[src/hdl/hta_ram.sv]
// generic single-port-write, single-port-read ram with registered read
// no dependencies; used by handle_table_allocator
module hta_ram #(
  parameter int WIDTH = 8,
  parameter int DEPTH = 16
) (
  input  logic                     clk,
  input  logic                     we,
  input  logic [$clog2(DEPTH)-1:0] waddr,
  input  logic [WIDTH-1:0]         wdata,
  input  logic [$clog2(DEPTH)-1:0] raddr,
  output logic [WIDTH-1:0]         rdata
);

  logic [WIDTH-1:0] mem [DEPTH];

  always_ff @(posedge clk) begin
    if (we) begin
      mem[waddr] <= wdata;
    end
    rdata <= mem[raddr];
  end

endmodule

[config.mk]
export PLATFORM = sky130hd
export DESIGN_NAME = hta_ram
export DESIGN_NICKNAME = d
export VERILOG_FILES = /design/src/hdl/hta_ram.sv
export SDC_FILE = /design/constraint.sdc
export NUM_CORES = 1
export LEC_CHECK = 0
export BUFFER_PORTS_ARGS = -buffer_cell sky130_fd_sc_hd__buf_4
export CAP_MARGIN = 10
export CORE_UTILIZATION = 25
export CTS_CLUSTER_SIZE = 10
export DETAILED_ROUTE_END_ITERATION = 8
export HOLD_SLACK_MARGIN = 0.03
export PLACE_DENSITY = 0.47
export SYNTH_ARGS = -nofsm -noshare
export SYNTH_HDL_FRONTEND = slang
export SYNTH_SLANG_ARGS = --single-unit
[constraint.sdc]
create_clock -name clk -period 4.68 [get_ports clk]
set_clock_uncertainty 0.05 [all_clocks]
set_input_delay 0.468 -clock clk [delete_from_list [all_inputs] [get_ports clk]]
set_output_delay 0.468 -clock clk [all_outputs]
set_load 0.03 [all_outputs]
After elaboration in Yosys (flattened, before gate mapping)
Memories as Yosys holds them, arrays and structs flattened. A register that Yosys moved wholly into a read port is not among the register bits. Index checks and enable logic that the tools add are counted.

Bits in writable memories: 128. Flip-flop bits (word level): 0. Memories kept: 1.

Muxes and demuxes: 2.

Memories: mem (words 16, width 8, read ports 1, clocked after Yosys merged registers in 1, wr ports 1, RTL line 15) `logic [WIDTH-1:0] mem [DEPTH];`.

Operator list (count): $mux 1 (2).

Logic depth before layout (Yosys ltp)
Gate-level depths: netlist of the first run.

Depth in word-level cells: 2. Depth in mapped cells: 5. Gate-level depth less buffers: 3.

Worst setup path before layout of the first run
No wires, ideal clock.

Kind: input port to flip-flop. From: input port waddr[2]. To: memory mem[0][0], enable pin. Setup slack: 2669 ps. Stages on the path: 2. Path buffers: 0. Arrival: 1578 ps. Setup time: 383 ps. Cells stage by stage: or3b_2 > nor3_1.

RTL lines: from (decl) (RTL line 9) `input logic [$clog2(DEPTH)-1:0] waddr,`; to (decl) (RTL line 15).

Straight into the memory's write port.

Worst setup path after layout of the first run
From: input port waddr[2]. To: memory mem[0][5], enable pin.

Straight into the memory's write port.

==> results of run 1 <==
[state kept, by name, indices dropped and copies added, names as in the netlist]
register / count
rdata: 8
mem: 128
[metal layers]
| metal | GRT usage [%] | wire, um | up-vias |
|---|---|---|---|
| met1 | 16.5 | 5360 | 1235 |
| met2 | 15.3 | 4740 | 80 |
| met4 | 6.37 | 202 | 0 |
| li1 | - | - | 1046 |
| met3 | 3.07 | 786 | 20 |
| met5 | 0 | 0 | - |
[area by class of cell]
type,count,area share [%]
repair buffers,28,3.37
clock inverters,12,1.77
multi-input cells,83,17.3
flip-flops and latches,136,65.0
clock buffers,20,7.09
well taps,270,5.49
[kinds of logic after synthesis]
logic type / share of synthesized area (%)
multiplexers: 15.0
AND/OR/NAND/NOR: 3.18
buffers and inverters: 1.68
AO/OA/AOI/OAI: 2.33
flip-flops: 77.8
[cell usage after synthesis, types with 2 or more instances]
| library cell | count | area [um2] |
|---|---|---|
| mux4_1 | 14 | 368 |
| nor3_1 | 4 | 20.0 |
| nand2_1 | 9 | 33.8 |
| nor2_1 | 13 | 48.8 |
| buf_6 | 3 | 33.8 |
| a22oi_1 | 16 | 120 |
| mux4_2 | 18 | 405 |
| dfxtp_1 | 8 | 160 |
| nand3b_1 | 2 | 15.0 |
| buf_2 | 3 | 15.0 |
| clkdlybuf4s25_2 | 3 | 30.0 |
| edfxtp_1 | 128 | 3840 |
| nand2b_1 | 2 | 12.5 |
[path summary, 6_finish.rpt]
check	slack (ns)	from	to
worst max register to register	3.14	mem[0][4]	rdata[4]
worst min register to register	0.64	mem[13][3]	rdata[3]
worst max-delay path	2.79	waddr[2]	mem[0][5]
worst min-delay path	0.31	wdata[6]	mem[6][6]
[stage by stage]
step                setup WS, ns  cell area, um2  util (%)
floorplan                   2.67            5150         -
global placement            2.18            5610      27.7
detailed placement          2.17            5610      27.7
CTS                         2.59            6150      30.4
global route                2.74            6160      30.4
finish                      2.79            6160      30.4
[power groups by stage]
stage | Clock, W | Sequential, W | Combinational, W
final | 0.00124 | 0.00137 | 0.000148
after detailed placement | 0 | 0.00140 | 0.000151
after CTS | 0.00127 | 0.00137 | 0.000151
after global placement | 0 | 0.00140 | 0.000149
after floorplan | 0 | 0.00141 | 0.0000691
after global routing | 0.00132 | 0.00137 | 0.000160
[worst reg2reg max path: stages (launching register included)]
cell and delay [ns]:
edfxtp_1 0.37, mux4_2 0.48, a22oi_1 0.38, nand2_1 0.12
==> summary.txt, run 1 <==
Status
  • Status: completed

Clock tree
  • Cts hold-fix bufs: 0
  • Clock Tree Buf Depth: 2
  • # clock sinks: 136
  • Clock latency on the worst-skew pair: 0.42 ns
  • Post_cts resized: 0
  • Reg clk slew, reported paths: 0.06 ns
  • CTS tree: done
  • Clk root buf: clkbuf_16
  • H-tree levels: 4
  • Setup bufs post-CTS: 0
  • Inserted Clock Buffers: 17

Timing
  • Setup TNS: 0 ns
  • Final min period: 1.89 ns
  • Slew @ Worst Pin: 1.06 ns
  • Final setup vio count: 0
  • Max Clock Freq: 0.529 GHz
  • RSZ-0062 raised after global routing: no
  • Final hold slack: 0.306 ns
  • Fin. Hold Viols: 0
  • Max-slew violations: 0
  • Headroom to the max-slew limit: 29.1%
  • Tcrit/Tclk final: 40.4%

Route
  • Initial detailed-routing violation count: 243
  • Vias: 2381
  • Post-Route WL: 11.1 mm
  • First drt pass iteration count: 4
  • DRC violations left: 0
  • Vias/cell: 4.34
  • Routed len/inst: 20.2 um
  • Routed Antenna Nets: 0

Setup path
  • Critical-path cell list: buf_4, or3b_2, nor3_1, clkbuf_2
  • Worst Setup Start Kind: input pin
  • Top delay family on crit path: simple AND/OR/NAND/NOR gates
  • Slowest cell on crit path: nor3_1
  • Setup CP Type: in2reg
  • Worst R2R Path Depth: 3
  • Crit-path max FO: 5
  • Buffer and inverter count on the worst path: 2
  • Critical Path RT: 4.76 ns
  • WP depth: 4
  • CP arrival: 1.97 ns
  • Worst stage delay on the critical path: 0.57 ns
  • Critical path endpoint category: register

Synthesis
  • Synth Warn #: 0
  • Post-Syn Instances: 229
  • Post-synthesis area per instance: 22.5 um2
  • Post-synth net total: 247
  • Main synth FF type: edfxtp_1
  • Synth Cell Area: 0.00515 mm2
  • Ys async rst share: 0%
  • Sequential-to-total area share from yosys stat: 77.8%
  • Synth cell types: 19
  • EDFF count, synth: 128
  • Synthesized flop and latch total: 136

Place
  • Cells after DPL: 516
  • GPL Wtd Cong: 0.729
  • DPL Wire Length: 6.87 mm
  • Input/output buffers: 25

GRT
  • Global-route wire length before repair: 16.7 mm
  • Vias in the first global route: 2557
  • Grt ovf: 0
  • Initial antenna violation count: 0
  • GRT Overall Usage: 11.4%
  • Largest net degree at the start of global routing: 33

Pwr
  • Max IR drop VDD: 0.231 mV
  • Gate power share: 5.4%
  • Tot Pwr: 0.00276 W
  • Clock power frac: 44.9%
  • Leak pwr: 1.99 nW
  • Seq pwr share: 49.7%
  • Switching share of power: 20.6%
  • Switch Pwr: 0.000568 W
  • Int Power: 0.00219 W
  • PD cells: 448 mW/mm2

Finish
  • N_diodes: 0
  • Fill count: 1921
  • Fraction of final layout cells with drive strength greater than 1: 25.8%
  • Layout area overhead: 19.6%
  • Final #Nets: 284
  • Reg area: 0.00400 mm2
  • Most frequent cells in the layout: edfxtp_1, buf_4, mux4_2, clkbuf_16, a22oi_1
  • Most common cell after layout, fill and taps aside: edfxtp_1
  • Multi-input gate area: 0.00106 mm2
  • Finished Layout Cells: 549

Floorplan
  • Core ar.: 0.0202 mm2
  • I/O pin total: 26
  • Die Area: 0.0212 mm2
  • Row cnt: 52
  • Die height: 145 um
  • Initial Util: 25.4%
  • Die width: 145 um

Run
  • Max-cap violations: 0

Hold path
  • Worst hold path type: in2reg
  • Hold Path Depth: 1
(Power assumes the default switching activity.)
==> run 2: changes to the inputs <==
- PLACE_DENSITY: 0.47 -> 0.49
- clock period: 4.68 -> 1.54 ns (I/O delays scaled with it)
==> run 2 against run 1 <==
- count of clock-buffer cells in the layout is the same
- sequential share of layout area shrank 3.4 points
- register-to-register slack lost 3.1 ns
- die area is the same
- clock power grew to 2.9 times the previous value
- cell count grew 7.1%
- worst setup slack lost 2.7 ns
- global-route usage shrank 0.30 points
- power grew to 3.0 times the previous value
- sequential power grew to 3.0 times the previous value
- critical path depth shrank 1
- critical path type is now reg2reg
- highest routed layer unchanged
==> summary.txt, run 2 (same netlist as run 1, synthesis figures left out) <==
Route
  • First drt pass iteration count: 4
  • Routed Antenna Nets: 0
  • Routed len/inst: 18.4 um
  • Vias: 2516
  • DRC violations left: 0
  • Vias/cell: 4.28
  • Initial detailed-routing violation count: 155
  • Post-Route WL: 10.8 mm

Floorplan
  • Core ar.: 0.0202 mm2
  • Die Area: 0.0212 mm2
  • Die width: 145 um
  • Row cnt: 52
  • Initial Util: 25.4%
  • I/O pin total: 26
  • Die height: 145 um

GRT
  • GRT Overall Usage: 11.1%
  • M2 GR Usage: 17.2%
  • Initial antenna violation count: 0
  • Vias in the first global route: 2788
  • Gr busiest metal: met2
  • Largest net degree at the start of global routing: 18
  • Met1 usage: 14.7%
  • Grt ovf: 0
  • GR Layer Usage met3: 3.26%
  • Global-route wire length before repair: 16.8 mm

Timing
  • Max-slew violations: 0
  • Final setup margin: 0.0582 ns
  • Final setup vio count: 0
  • Final min period: 1.48 ns
  • Headroom to the max-slew limit: 43.1%
  • Setup TNS: 0 ns
  • Slew @ Worst Pin: 0.852 ns
  • Fin. Hold Viols: 0
  • Tcrit/Tclk final: 96.2%
  • Max Clock Freq: 0.675 GHz
  • Final hold slack: 0.182 ns
  • RSZ-0062 raised after global routing: no

Clock tree
  • # clock sinks: 136
  • Reg clk slew, reported paths: 0.06 ns
  • Inserted Clock Buffers: 17
  • CTS tree: done
  • Setup bufs post-CTS: 0
  • Clock latency on the worst-skew pair: 0.41 ns
  • Clk root buf: clkbuf_16
  • H-tree levels: 4
  • Clock Tree Buf Depth: 2

Status
  • Status: completed

Finish
  • Top reg by flops: mem
  • Layout area overhead: 26.3%
  • Most common cell after layout, fill and taps aside: edfxtp_1
  • Number of flip-flops in the largest register: 128
  • N_diodes: 0
  • Final #Nets: 323
  • Fraction of final layout cells with drive strength greater than 1: 34.3%
  • Post-route cell area: 0.00650 mm2
  • Largest regs: mem (128), rdata (8)
  • Most frequent cells in the layout: edfxtp_1, buf_4, mux4_2, clkbuf_16, a22oi_1

Setup path
  • CP arrival: 1.72 ns
  • Critical Path RT: 1.78 ns
  • Worst Setup Start Kind: register
  • Critical path endpoint category: register
  • R2R Path Start: mem[1][2]
  • Crit path from: mem[1][2]
  • Setup CP Type: reg2reg
  • Crit-path max FO: 1

Pwr
  • Leak pwr: 2.19 nW
  • Int Power: 0.00649 W
  • Gate power share: 6.1%
  • Max IR drop VDD: 0.679 mV
  • PD cells: 1270 mW/mm2
  • Seq pwr share: 50.4%
  • Switch Pwr: 0.00177 W
  • Clock power frac: 43.5%
  • Switching share of power: 21.4%

Place
  • Input/output buffers: 25
  • Dpl ws: -0.118 ns
  • DP Area: 0.00588 mm2
  • DPL Wire Length: 7.26 mm
  • GPL Wtd Cong: 0.692

Hold path
  • Hold path start: waddr[1]
  • Worst hold path type: in2reg

Run
  • Max-cap violations: 0
run 2: cell types whose count changed in the layout (fill, tap and decap cells not counted), moves of 2 or more:
cell           previous run  this run
buf_4                    27        56
dlygate4sd3_1             0         8
clkinv_1                  5         1
buf_12                    0         3
clkinvlp_4                2         5
bufinv_16                 2         0
clkbuf_1                  3         1
clkbuf_8                  0         2
clkinv_4                  0         2
run 2: area by class of cell:
type                            count  area (um2)
Clock inverter                     12        78.8
Sequential cell                   136        4000
Tap cell                          270         338
Fill cell                        1927       13700
Multi-Input combinational cell     83        1060
Clock buffer                       20         457
Timing Repair Buffer               67         561
run 2: metal layers:
metal	vias to the layer above	part of all wire (%)
met4	0	1.3
met3	15	4.9
met1	1306	48
met5	-	0
li1	1127	-
met2	68	46
run 2: path summary, 6_finish.rpt:
check,end,slack (ns),depth (start not counted)
worst max register to register,rdata[2],0.06,3
worst min register to register,rdata[7],0.62,3
worst min-delay path,mem[0][5],0.18,3
worst max-delay path,rdata[2],0.06,3
run 2: worst max-delay path, stage by stage (launching register included):
cell and delay (ns):
edfxtp_1 0.35, mux4_1 0.50, a22oi_1 0.33, nand2_1 0.12
run 2: per-stage QoR:
stage	total power, W	std cells	utilization [%]
after floorplan	0.00449	229	-
after global placement	0.00474	548	29.1
after detailed placement	0.00474	548	29.1
after CTS	0.00835	588	32.1
after global routing	0.00854	588	32.1
final	0.00826	588	32.1
run 2: power by group through the flow:
stage          Combinational [W]  Clock [W]  Sequential (W)
6_report                0.000504    0.00359         0.00417
5_1_grt                 0.000547    0.00383         0.00417
4_1_cts                 0.000517    0.00366         0.00417
3_5_place_dp            0.000500          0         0.00424
3_3_place_gp            0.000492          0         0.00424
2_1_floorplan           0.000210          0         0.00428
run 2: what timing repair did:
item	in CTS	in global routing
hold endpoints to repair	128	0
gates resized for setup	0	0
hold buffers	8	0
==> run 3: changes to the inputs <==
- PLACE_DENSITY: 0.49 -> 0.39
- SKIP_LAST_GASP: not set -> 1
==> run 3 against run 2 <==
- register-to-register slack barely moved
- count of clock-buffer cells in the layout is 3 lower
- global-route usage grew 0.61 points
- cell count is 0.51% lower
- routed wire length grew 6.5%
- worst setup slack better by 0.0076 ns
- sequential power is essentially flat
- combinational power up 3%
- sequential share of layout area decreased by 0.15 points
==> summary.txt, run 3 (same netlist as run 1, synthesis figures left out) <==
Floorplan
  • Die width: 145 um
  • Initial Util: 25.4%
  • I/O pin total: 26
  • Die height: 145 um
  • Row cnt: 52
  • Core ar.: 0.0202 mm2
  • Die Area: 0.0212 mm2

Timing
  • Fin. Hold Viols: 0
  • RSZ-0062 raised after global routing: no
  • Tcrit/Tclk final: 95.7%
  • Max-slew violations: 0
  • Max Clock Freq: 0.678 GHz
  • Final setup vio count: 0
  • Final min period: 1.47 ns
  • Final setup margin: 0.0658 ns
  • Slew @ Worst Pin: 0.972 ns
  • Headroom to the max-slew limit: 35.1%

Route
  • Vias/cell: 4.26
  • Routed Antenna Nets: 0
  • Routed len/inst: 19.7 um
  • First drt pass iteration count: 4
  • Post-Route WL: 11.5 mm
  • DRC violations left: 0
  • Vias: 2490
  • Initial detailed-routing violation count: 169

Clock tree
  • Reg clk slew, reported paths: 0.06 ns
  • CTS tree: done
  • Cts hold-fix bufs: 8
  • H-tree levels: 4
  • Setup bufs post-CTS: 0
  • # clock sinks: 136
  • Clock latency on the worst-skew pair: 0.42 ns
  • Clk root buf: clkbuf_16
  • Inserted Clock Buffers: 17
  • Post_cts resized: 0
  • Clock Tree Buf Depth: 2

Setup path
  • Buffer and inverter count on the worst path: 0
  • Crit-path max FO: 1
  • Top delay family on crit path: multiplexers
  • Setup CP Type: reg2reg
  • Critical Path RT: 1.78 ns
  • Worst Setup Start Kind: register
  • Critical path endpoint category: register
  • Critical-path cell list: mux4_1, a22oi_1, nand2_1
  • Worst stage delay on the critical path: 0.50 ns
  • CP arrival: 1.71 ns
  • Slowest cell on crit path: mux4_1

GRT
  • Initial antenna violation count: 0
  • Global-route wire length before repair: 16.9 mm
  • Grt ovf: 0
  • GRT Overall Usage: 11.7%
  • Largest net degree at the start of global routing: 17
  • Vias in the first global route: 2602

Run
  • Max-cap violations: 0

Finish
  • Number of flip-flops in the largest register: 128
  • Top reg by flops: mem
  • Largest regs: mem (128), rdata (8)
  • Final #Nets: 320
  • Layout area overhead: 26.6%
  • Post-route cell area: 0.00652 mm2
  • Fraction of final layout cells with drive strength greater than 1: 33.7%
  • Most frequent cells in the layout: edfxtp_1, buf_4, mux4_2, clkbuf_16, a22oi_1
  • Most common cell after layout, fill and taps aside: edfxtp_1
  • N_diodes: 0

Pwr
  • Max IR drop VDD: 0.798 mV
  • PD cells: 1300 mW/mm2
  • Leak pwr: 2.20 nW

Place
  • Dpl ws: -0.236 ns
  • Input/output buffers: 25
  • DP Area: 0.00587 mm2
  • DPL Wire Length: 7.51 mm
  • GPL Wtd Cong: 0.692

Hold path
  • Worst hold path type: in2reg

Status
  • Status: completed
==> run 3: cell types whose count changed in the layout (fill, tap and decap cells not counted) <==
cell / delta
buf_4: -4
clkinv_4: -1
clkinvlp_4: -1
clkinv_2: +2
buf_12: +1
clkinv_1: +1
clkbuf_8: -2
bufinv_16: +2
clkbuf_1: -1
==> run 3: per-layer routing <==
layer | global-route usage (%) | up-vias | part of all wire, %
met4 | 4.26 | 0 | 0.83
met5 | 0 | - | 0
met1 | 15.5 | 1300 | 47
met2 | 17.8 | 60 | 47
met3 | 3.89 | 11 | 4.6
li1 | - | 1119 | -
==> run 3: worst register-to-register path, stage by stage, from the launching register on <==
cell	delay (ns)
edfxtp_1	0.34
mux4_1	0.50
a22oi_1	0.31
nand2_1	0.15
==> run 3: final timing paths <==
kind	startpoint	endpoint	slack [ns]	cells after the start
worst max register to register	mem[1][0]	rdata[0]	0.07	3
worst max-delay path	mem[1][0]	rdata[0]	0.07	3
worst min-delay path	waddr[0]	mem[0][6]	0.22	3
worst min register to register	mem[0][5]	rdata[5]	0.63	3
==> run 3: report_power, final <==
part           internal (W)  total (W)  switching (W)
Sequential          0.00414    0.00416      0.0000256
Combinational      0.000232   0.000517       0.000284
Clock               0.00235    0.00381        0.00147
Total               0.00672    0.00850        0.00178
==> run 3: final cells by class <==
cell class                 count  area, um2
clock buffer                  17        425
clock inverter                15        136
fill                        1934      13700
multi-input combinational     83       1060
sequential                   136       4000
tap                          270        338
timing repair buffer          64        551
==> run 3: through the flow <==
stage | util (%) | TNS (ns) | std cells | hold WS (ns) | power, W
finish | 32.2 | 0 | 585 | 0.217 | 0.00850
floorplan | - | 0 | 229 | 0.203 | 0.00449
CTS | 32.2 | 0 | 585 | 0.199 | 0.00860
global placement | 29.0 | -0.817 | 545 | 0.413 | 0.00475
global route | 32.2 | 0 | 585 | 0.217 | 0.00879
detailed placement | 29.0 | -0.865 | 545 | 0.418 | 0.00476
